**config.mk**
```make
export PLATFORM = sky130hd
export DESIGN_NAME = ljpeg_ctrl
export DESIGN_NICKNAME = d
export VERILOG_FILES = /design/src/sv/ljpeg_pkg.sv /design/src/sv/ljpeg_ctrl.sv
export SDC_FILE = /design/constraint.sdc
export NUM_CORES = 1
export LEC_CHECK = 0
export BUFFER_PORTS_ARGS = -buffer_cell sky130_fd_sc_hd__buf_2
export CORE_UTILIZATION = 37
export DETAILED_ROUTE_END_ITERATION = 8
export MAX_ROUTING_LAYER = met4
export PLACE_DENSITY = 0.64
export SYNTH_ARGS = -nofsm -noshare
export SYNTH_HDL_FRONTEND = slang
export SYNTH_SLANG_ARGS = --single-unit
```
**constraint.sdc**
```tcl
create_clock -name clk -period 5.5 [get_ports clk]
set_clock_uncertainty 0.15 [all_clocks]
set_input_delay 0.825 -clock clk [delete_from_list [all_inputs] [get_ports clk]]
set_output_delay 0.825 -clock clk [all_outputs]
set_load 0.01 [all_outputs]
```
**src/sv/ljpeg_pkg.sv**
```systemverilog
// ----------------------------------------------------------------------------
// ljpeg_pkg
// Shared types and constants for the Lennard-Jones pair energy and gradient
// unit: micro-operation codes, controller/datapath signal groups, limits.
// ----------------------------------------------------------------------------
`default_nettype none

package ljpeg_pkg;

    localparam int FRAC_BITS_DEF = 16;

    localparam logic [63:0] MAXV      = 64'h7FFF_FFFF_FFFF_FFFF;
    localparam logic [63:0] MAXV_DIV12 = MAXV / 64'd12;
    localparam logic [30:0] BOX_MAX   = 31'h7FFF_FFFF;
    localparam logic [63:0] S_ONE     = 64'h0000_0001_0000_0000;
    localparam logic [63:0] S_TWO     = 64'h0000_0002_0000_0000;

    localparam logic [7:0] NBITS_WRAP = 8'd34;
    localparam logic [7:0] NBITS_U    = 8'd74;
    localparam logic [7:0] NBITS_G    = 8'd128;

    localparam logic [1:0] REG_BOX_X = 2'd0;
    localparam logic [1:0] REG_BOX_Y = 2'd1;
    localparam logic [1:0] REG_BOX_Z = 2'd2;

    typedef enum logic [4:0] {
        OP_NONE,
        OP_LOAD,
        OP_WDIV,
        OP_WMUL,
        OP_WFIX,
        OP_SQACC,
        OP_A1,
        OP_A2,
        OP_SIG,
        OP_UDIV,
        OP_U2,
        OP_S3,
        OP_BM,
        OP_EM,
        OP_ECAP,
        OP_GSKIP,
        OP_GM,
        OP_GDIV,
        OP_GF,
        OP_GCAP,
        OP_GSAT,
        OP_FAIL,
        OP_FINISH
    } op_t;

    typedef struct packed {
        op_t op;
    } cmd_t;

    typedef struct packed {
        logic mul_done;
        logic div_done;
        logic div_ovf;
        logic prod_ovf;
        logic b_ovf;
        logic r2_zero;
        logic a_zero;
        logic g_skip;
        logic k_last;
        logic out_busy;
    } status_t;

endpackage

`default_nettype wire

```
**src/sv/ljpeg_ctrl.sv**
```systemverilog
// ----------------------------------------------------------------------------
// ljpeg_ctrl
// Controller: sequences the micro-operations of one pair through the shared
// multiplier and divider and branches on datapath status.
// ----------------------------------------------------------------------------
`default_nettype none

module ljpeg_ctrl
    import ljpeg_pkg::*;
(
    input  wire logic    clk,
    input  wire logic    rst_n,
    input  wire logic    in_valid,
    output logic         in_stall,
    input  wire status_t st,
    output cmd_t         cmd
);

    typedef enum logic [18:0] {
        S_IDLE    = 19'd1,
        S_AX_DIV  = 19'd2,
        S_AX_DIVW = 19'd4,
        S_AX_MULW = 19'd8,
        S_AX_SQW  = 19'd16,
        S_PRE     = 19'd32,
        S_A1W     = 19'd64,
        S_A2W     = 19'd128,
        S_SIGW    = 19'd256,
        S_UDIVW   = 19'd512,
        S_U2W     = 19'd1024,
        S_SW      = 19'd2048,
        S_BW      = 19'd4096,
        S_EW      = 19'd8192,
        S_GCHK    = 19'd16384,
        S_GMW     = 19'd32768,
        S_GDW     = 19'd65536,
        S_GFW     = 19'd131072,
        S_FIN     = 19'd262144
    } state_t;

    state_t state_reg;
    state_t state_next;

    always_comb
    begin
        state_next = state_reg;
        cmd.op     = OP_NONE;
        case (state_reg)
            S_IDLE:
            begin
                if (in_valid)
                begin
                    cmd.op     = OP_LOAD;
                    state_next = S_AX_DIV;
                end
            end
            S_AX_DIV:
            begin
                cmd.op     = OP_WDIV;
                state_next = S_AX_DIVW;
            end
            S_AX_DIVW:
            begin
                if (st.div_done)
                begin
                    cmd.op     = OP_WMUL;
                    state_next = S_AX_MULW;
                end
            end
            S_AX_MULW:
            begin
                if (st.mul_done)
                begin
                    cmd.op     = OP_WFIX;
                    state_next = S_AX_SQW;
                end
            end
            S_AX_SQW:
            begin
                if (st.mul_done)
                begin
                    cmd.op     = OP_SQACC;
                    state_next = st.k_last ? S_PRE : S_AX_DIV;
                end
            end
            S_PRE:
            begin
                if (st.r2_zero)
                begin
                    cmd.op     = OP_FAIL;
                    state_next = S_FIN;
                end
                else
                begin
                    cmd.op     = OP_A1;
                    state_next = S_A1W;
                end
            end
            S_A1W:
            begin
                if (st.mul_done)
                begin
                    cmd.op     = OP_A2;
                    state_next = S_A2W;
                end
            end
            S_A2W:
            begin
                if (st.mul_done)
                begin
                    if (st.a_zero)
                        state_next = S_FIN;
                    else
                    begin
                        cmd.op     = OP_SIG;
                        state_next = S_SIGW;
                    end
                end
            end
            S_SIGW:
            begin
                if (st.mul_done)
                begin
                    cmd.op     = OP_UDIV;
                    state_next = S_UDIVW;
                end
            end
            S_UDIVW:
            begin
                if (st.div_done)
                begin
                    cmd.op     = st.div_ovf ? OP_FAIL : OP_U2;
                    state_next = st.div_ovf ? S_FIN : S_U2W;
                end
            end
            S_U2W:
            begin
                if (st.mul_done)
                begin
                    cmd.op     = st.prod_ovf ? OP_FAIL : OP_S3;
                    state_next = st.prod_ovf ? S_FIN : S_SW;
                end
            end
            S_SW:
            begin
                if (st.mul_done)
                begin
                    cmd.op     = st.prod_ovf ? OP_FAIL : OP_BM;
                    state_next = st.prod_ovf ? S_FIN : S_BW;
                end
            end
            S_BW:
            begin
                if (st.mul_done)
                begin
                    cmd.op     = st.b_ovf ? OP_FAIL : OP_EM;
                    state_next = st.b_ovf ? S_FIN : S_EW;
                end
            end
            S_EW:
            begin
                if (st.mul_done)
                begin
                    cmd.op     = OP_ECAP;
                    state_next = S_GCHK;
                end
            end
            S_GCHK:
            begin
                if (st.g_skip)
                begin
                    cmd.op     = OP_GSKIP;
                    state_next = st.k_last ? S_FIN : S_GCHK;
                end
                else
                begin
                    cmd.op     = OP_GM;
                    state_next = S_GMW;
                end
            end
            S_GMW:
            begin
                if (st.mul_done)
                begin
                    cmd.op     = OP_GDIV;
                    state_next = S_GDW;
                end
            end
            S_GDW:
            begin
                if (st.div_done)
                begin
                    if (st.div_ovf)
                    begin
                        cmd.op     = OP_GSAT;
                        state_next = st.k_last ? S_FIN : S_GCHK;
                    end
                    else
                    begin
                        cmd.op     = OP_GF;
                        state_next = S_GFW;
                    end
                end
            end
            S_GFW:
            begin
                if (st.mul_done)
                begin
                    cmd.op     = OP_GCAP;
                    state_next = st.k_last ? S_FIN : S_GCHK;
                end
            end
            S_FIN:
            begin
                if (!st.out_busy)
                begin
                    cmd.op     = OP_FINISH;
                    state_next = S_IDLE;
                end
            end
            default:
            begin
                state_next = S_IDLE;
            end
        endcase
    end

    always_ff @(posedge clk or negedge rst_n)
    begin
        if (!rst_n)
            state_reg <= S_IDLE;
        else
            state_reg <= state_next;
    end

    assign in_stall = (state_reg != S_IDLE);

endmodule

`default_nettype wire

```
==> flow_metrics.env, run 1 <==
export IMPL_outcome="finished, final reports clean"
export IMPL_post_cts_buffers=0
export IMPL_synth_edff_count=0
export IMPL_place_congestion=0.909
export IMPL_tightest_slew_ns=0.716
export IMPL_slew_headroom=0.523
export IMPL_cts_root_buf="clkbuf_8"
export IMPL_insertion_delay_ns=0.27
export IMPL_largest_reg_flops=19
export IMPL_drive_gt1_frac=0.222
export IMPL_dr_first_iter_drc_count=95
export IMPL_cp_max_fo=7
export IMPL_antennaDiodeCount=0
export IMPL_design_die_area_um2=4540
export IMPL_setup_viol=0
export IMPL_wl_um=4140
export IMPL_drv_cap=0
export IMPL_peakVddDrop_mv=0.0942
export IMPL_end_kind="primary output"
export IMPL_criticalPathCategory="reg -> out"
export IMPL_grt_pass1_wl_um=6670
export IMPL_clock_sinks=19
export IMPL_async_flop_share=1.00
export IMPL_fin_nets=203
export IMPL_grt_max_degree=20
export IMPL_yosysTopAreaCellShare=0.285
export IMPL_cts_hold_fix_buffers=0
export IMPL_slew_violations=0
export IMPL_synth_top_cells_by_area="dfrtp_1 (28%), mux2_4 (5.7%), nor2_1 (5.5%), nor4_4 (5.4%), nand2_1 (2.8%)"
export IMPL_die_w_um=67.4
export IMPL_synth_distinct_cells=55
export IMPL_initial_core_util=0.390
export IMPL_remaining_drc_errors=0
export IMPL_reg2reg_setup_slack_ns=2.10
export IMPL_grt_pass1_vias=1307
export IMPL_fin_tns_setup_ns=0
export IMPL_synth_ff_type="dfrtp_1"
export IMPL_startpoint_type="flip-flop"
export IMPL_cp_required_ns=4.53
export IMPL_rows=23
export IMPL_grt_util_all_layers=0.208
export IMPL_internal_power_uw=292
export IMPL_core_area_um2=4060
export IMPL_multi_input_area_um2=1020
export IMPL_arrival_ns=3.13
export IMPL_yosysSeqAreaShare=0.301
export IMPL_seq_area_um2=477
export IMPL_htreeDepth=1
export IMPL_syn_nets=190
export IMPL_routedWlPerCell_um=17.3
export IMPL_setup_ws_ns=1.40
export IMPL_p_sw_frac=0.415
export IMPL_antenna_found_initial=0
export IMPL_cts_resized=0
export IMPL_fmax_mhz=244
export IMPL_comb_power_share=0.462
export IMPL_leakagePower_uw=0.000764
export IMPL_cts_path_max_buffers=2
export IMPL_power_density_nw_per_um2=289
export IMPL_switchingPower_uw=207
export IMPL_clk_pin_slew_ns=0.08
export IMPL_fin_crit_ns=4.10
export IMPL_viasPerCell=5.94
export IMPL_seqPwrFrac=0.332
export IMPL_postSynthCellCount=177
export IMPL_yosysWarnings=0
export IMPL_ys_seq_elements=19
export IMPL_dp_hpwl_um=3200
export IMPL_rsz0062_at_grt="no"
export IMPL_cts_made_buffers=3
export IMPL_placedCellCount=235
export IMPL_whs_ns=0.342
export IMPL_hold_class="in -> async"
export IMPL_synth_most_common_cell="nor2_1"
export IMPL_hold_violations=0
export IMPL_num_fill_cells=407
export IMPL_ant_nets=0
export IMPL_place_ws_ns=1.70
export IMPL_port_buffers=18
export IMPL_min_period_over_period=0.746
export IMPL_ys_top_cells_by_count="nor2_1 (23), dfrtp_1 (18), nand2_1 (12)"
export IMPL_die_h_um=67.4
export IMPL_cts_tree="done"
export IMPL_grt_overflow=0
export IMPL_final_cells=239
export IMPL_synth_top_area_cell="dfrtp_1"
export IMPL_io_pins=19
export IMPL_vias=1420
export IMPL_netlist_area_um2=1580
export IMPL_synth_avg_cell_area_um2=8.94
export IMPL_drt_first_pass_iters=4
export IMPL_syn_to_final_growth_pct=9.02
export IMPL_p_clk_frac=0.206
metrics by stage:
stage | area, µm² | total power (µW) | util
after floorplan | 1580 | 350 | -
after global placement | 1680 | 396 | 0.414
after detailed placement | 1680 | 399 | 0.414
after CTS | 1720 | 502 | 0.425
after global routing | 1720 | 533 | 0.425
final | 1720 | 499 | 0.425
path summary, 6_finish.rpt:
| path | start | end | cells past startpoint |
|---|---|---|---|
| worst max-delay path | state_reg[13] | cmd[3] | 7 |
| worst min-delay path | rst_n | state_reg[1] | 1 |
| worst max register to register | state_reg[13] | state_reg[8] | 7 |
| worst min register to register | state_reg[2] | state_reg[2] | 1 |
| max in group asynchronous | rst_n | state_reg[0] | 1 |
| min in group clk | state_reg[2] | state_reg[2] | 1 |
routing by layer:
metal	wire, µm	GRT usage
met2	1940	0.316
met5	0	-
met1	1890	0.278
met3	270	0.0456
met4	44	0.0505
critical path, stage by stage, from the launching register on:
cell,delay [ns]
dfrtp_1,0.44
or4_1,0.76
nor4_2,0.55
nor2b_1,0.28
nor4bb_1,0.40
nor3_1,0.10
o21ai_0,0.17
buf_2,0.16
cell type report:
type                    instances  area share
clock buffers                   3      0.0239
multi-input cells             140       0.591
clock inverters                 1     0.00290
well taps                      50      0.0363
repair buffers                 18      0.0522
inverters                       8      0.0174
flip-flops and latches         19       0.276
layout by cell type (no fill, tap or decap), types with 4 or more instances in the layout:
cell type	instances
a21oi_1	7
and3_1	4
buf_2	18
dfrtp_1	18
inv_1	8
mux2_4	6
nand2_1	12
nand3_1	8
nand4_1	4
nand4b_1	4
nor2_1	23
nor3_1	7
nor4_4	4
o21ai_0	4
or4_1	4
cells by family (layout without fill, tap and decap cells):
logic type,count (synthesis),after routing,share of synthesized area
and+or+nand+nor,95,95,0.390
DFF,19,19,0.301
xor gates and xnor gates,3,3,0.0166
AOI/OAI and AO/OA,35,35,0.174
buffers and inverters,18,30,0.0546
muxes,7,7,0.0633
power groups by stage:
stage	clock network, µW	registers, µW	logic, µW
floorplan	0	166	184
global placement	0	168	228
detailed placement	0	169	230
CTS	105	166	231
global route	110	168	255
finish	103	166	231
Note: power is estimated with default switching activity, not from simulation.
==> run 2, diff against run 1 <==
ABC_AREA = 1   (was default)
PLACE_DENSITY = 0.63   (was 0.64)
clock period = 4.2 ns   (was 5.5 ns; I/O delays follow)
==> flow_metrics.env, run 2 <==
export IMPL_min_period_over_period=0.722
export IMPL_ant_nets=0
export IMPL_drt_first_pass_iters=6
export IMPL_design_die_area_um2=5450
export IMPL_cp_required_ns=3.42
export IMPL_synth_top_cells_by_area="dfrtp_1 (24%), nand2_1 (14%), nand3_1 (11%), nor2_1 (9.8%), inv_1 (7.9%)"
export IMPL_cts_hold_fix_buffers=0
export IMPL_setup_viol=0
export IMPL_initial_core_util=0.394
export IMPL_cpMaxStageDelayCell="dfrtp_1"
export IMPL_die_w_um=73.8
export IMPL_fin_crit_ns=3.03
export IMPL_fmax_mhz=330
export IMPL_routedWlPerCell_um=14.8
export IMPL_grt_util_all_layers=0.236
export IMPL_largest_reg_flops=19
export IMPL_synth_ff_type="dfrtp_1"
export IMPL_synth_compound_area_frac=0.0990
export IMPL_fin_nets=344
export IMPL_grt_overflow=0
export IMPL_final_cells=397
export IMPL_netlist_area_um2=1910
export IMPL_synth_edff_count=0
export IMPL_cts_made_buffers=3
export IMPL_rsz0062_at_grt="no"
export IMPL_final_cell_area_um2=2090
export IMPL_grt_max_degree=24
export IMPL_synth_top_area_cell="dfrtp_1"
export IMPL_place_congestion=1.06
export IMPL_final_util=0.431
export IMPL_cp_common_cell="nor2_1"
export IMPL_clock_sinks=19
export IMPL_yosysWarnings=0
export IMPL_drive_gt1_frac=0.145
export IMPL_synth_distinct_cells=30
export IMPL_viasPerCell=5.38
export IMPL_mostFrequentLayoutCells="nand2_1 (70), nor2_1 (50), nand3_1 (41), inv_1 (40)"
export IMPL_leakagePower_uw=0.00115
export IMPL_port_buffers=18
export IMPL_placedCellCount=393
export IMPL_slew_violations=0
export IMPL_cpPeakStageDelay_ns=0.42
export IMPL_syn_to_final_growth_pct=9.44
export IMPL_cts_tree="done"
export IMPL_synthMuxAreaShare=0
export IMPL_insertion_delay_ns=0.26
export IMPL_core_area_um2=4850
export IMPL_hold_class="in -> async"
export IMPL_final_common_cell="nand2_1"
export IMPL_async_flop_share=1.00
export IMPL_synth_top_family_by_area="simple AND/OR/NAND/NOR gates"
export IMPL_dp_hpwl_um=4590
export IMPL_yosysTopAreaCellShare=0.236
export IMPL_power_density_nw_per_um2=419
export IMPL_fin_tns_setup_ns=0
export IMPL_wl_um=5860
export IMPL_antenna_found_initial=0
export IMPL_synth_simple_area_share=0.546
export IMPL_outcome="finished, final reports clean"
export IMPL_dr_first_iter_drc_count=276
export IMPL_rows=25
export IMPL_postSynthCellCount=314
export IMPL_path_cells="nor2_1, nand2_2, nor2_4, and2_1, nand3b_1, nand2_1, nor2_1, o2111ai_1, buf_2"
export IMPL_htreeDepth=1
export IMPL_peakVddDrop_mv=0.218
export IMPL_ys_seq_elements=19
export IMPL_num_fill_cells=531
export IMPL_criticalPathCategory="reg -> out"
export IMPL_synth_most_common_cell="nand2_1"
export IMPL_cts_path_max_buffers=2
export IMPL_cts_root_buf="clkbuf_8"
export IMPL_multi_input_area_um2=1230
export IMPL_tightest_slew_ns=0.433
export IMPL_die_h_um=73.8
export IMPL_end_kind="primary output"
export IMPL_place_ws_ns=1.51
export IMPL_hold_violations=0
export IMPL_grt_pass1_wl_um=9250
export IMPL_ys_top_cells_by_count="nand2_1 (70), nor2_1 (50), nand3_1 (41)"
export IMPL_clk_pin_slew_ns=0.08
export IMPL_antennaDiodeCount=0
export IMPL_startpoint_type="flip-flop"
export IMPL_post_cts_buffers=0
export IMPL_synth_avg_cell_area_um2=6.08
export IMPL_io_pins=19
export IMPL_post_dp_cell_area_um2=2040
export IMPL_setup_ws_ns=1.17
export IMPL_grt_pass1_vias=1855
export IMPL_seq_area_um2=477
export IMPL_slew_headroom=0.709
export IMPL_remaining_drc_errors=0
export IMPL_arrival_ns=2.25
export IMPL_synth_xor_area_frac=0
export IMPL_drv_cap=0
export IMPL_cp_max_fo=17
export IMPL_cts_resized=0
export IMPL_synth_fa_ha_area_frac=0
export IMPL_vias=2136
export IMPL_syn_nets=327
export IMPL_yosysSeqAreaShare=0.250
[run 2: cell count changes after synthesis, sizes merged, moves of 5 or more]
cell and delta:
nor4 -8, mux2 -6, or4 -5, nand3b +6
nand4 +5, nand2 +65, inv +35, nand3 +34
o21ai +15, nor2 +38
[run 2: kinds of logic after synthesis]
| group | after synthesis |
|---|---|
| and+or+nand+nor | 211 |
| buffers and inverters | 49 |
| DFF | 19 |
| AOI/OAI and AO/OA | 35 |
[run 2: where the power goes]
part           total, µW  switching [µW]  internal, µW  leakage (µW)
Combinational        517             373           144      0.000869
Sequential           224            15.7           208      0.000260
Clock                135            68.5          66.2     0.0000255
Total                876             457           418       0.00115
[run 2: critical path, delay by kind of cell (launching register included)]
family / cells / cell delay [ns]
and+or+nand+nor: 7 / 1.31
AOI/OAI and AO/OA: 1 / 0.09
buffers and inverters: 1 / 0.16
DFF: 1 / 0.42
[run 2: worst paths after layout]
check | end | start | cells past startpoint | slack, ns
hold reg to reg | state_reg[12] | state_reg[12] | 2 | 0.38
setup reg to reg | state_reg[17] | state_reg[15] | 12 | 1.75
setup / recovery | cmd[4] | state_reg[15] | 9 | 1.17
max in group asynchronous | state_reg[0] | rst_n | 1 | 3.41
min in group clk | state_reg[12] | state_reg[12] | 2 | 0.38
hold / removal | state_reg[9] | rst_n | 1 | 0.15
[run 2: layer usage]
metal | vias up | share of wire | track usage
met4 | 0 | 0.028 | 0.0919
met1 | 958 | 0.45 | 0.319
met5 | - | 0 | -
met2 | 102 | 0.44 | 0.346
li1 | 1054 | - | -
met3 | 22 | 0.082 | 0.0439
[run 2: final cells by class]
cell class              instances  area share
clock buffers                   3      0.0198
clock inverters                 1     0.00240
inverters                      43      0.0773
multi-input cells             246       0.589
flip-flops and latches         19       0.228
well taps                      67      0.0401
repair buffers                 18      0.0431
[run 2: metrics by stage]
step	hold slack, ns	total power [µW]
CTS	0.170	871
global placement	0.359	735
detailed placement	0.365	734
floorplan	0.184	633
finish	0.150	876
global route	0.195	930
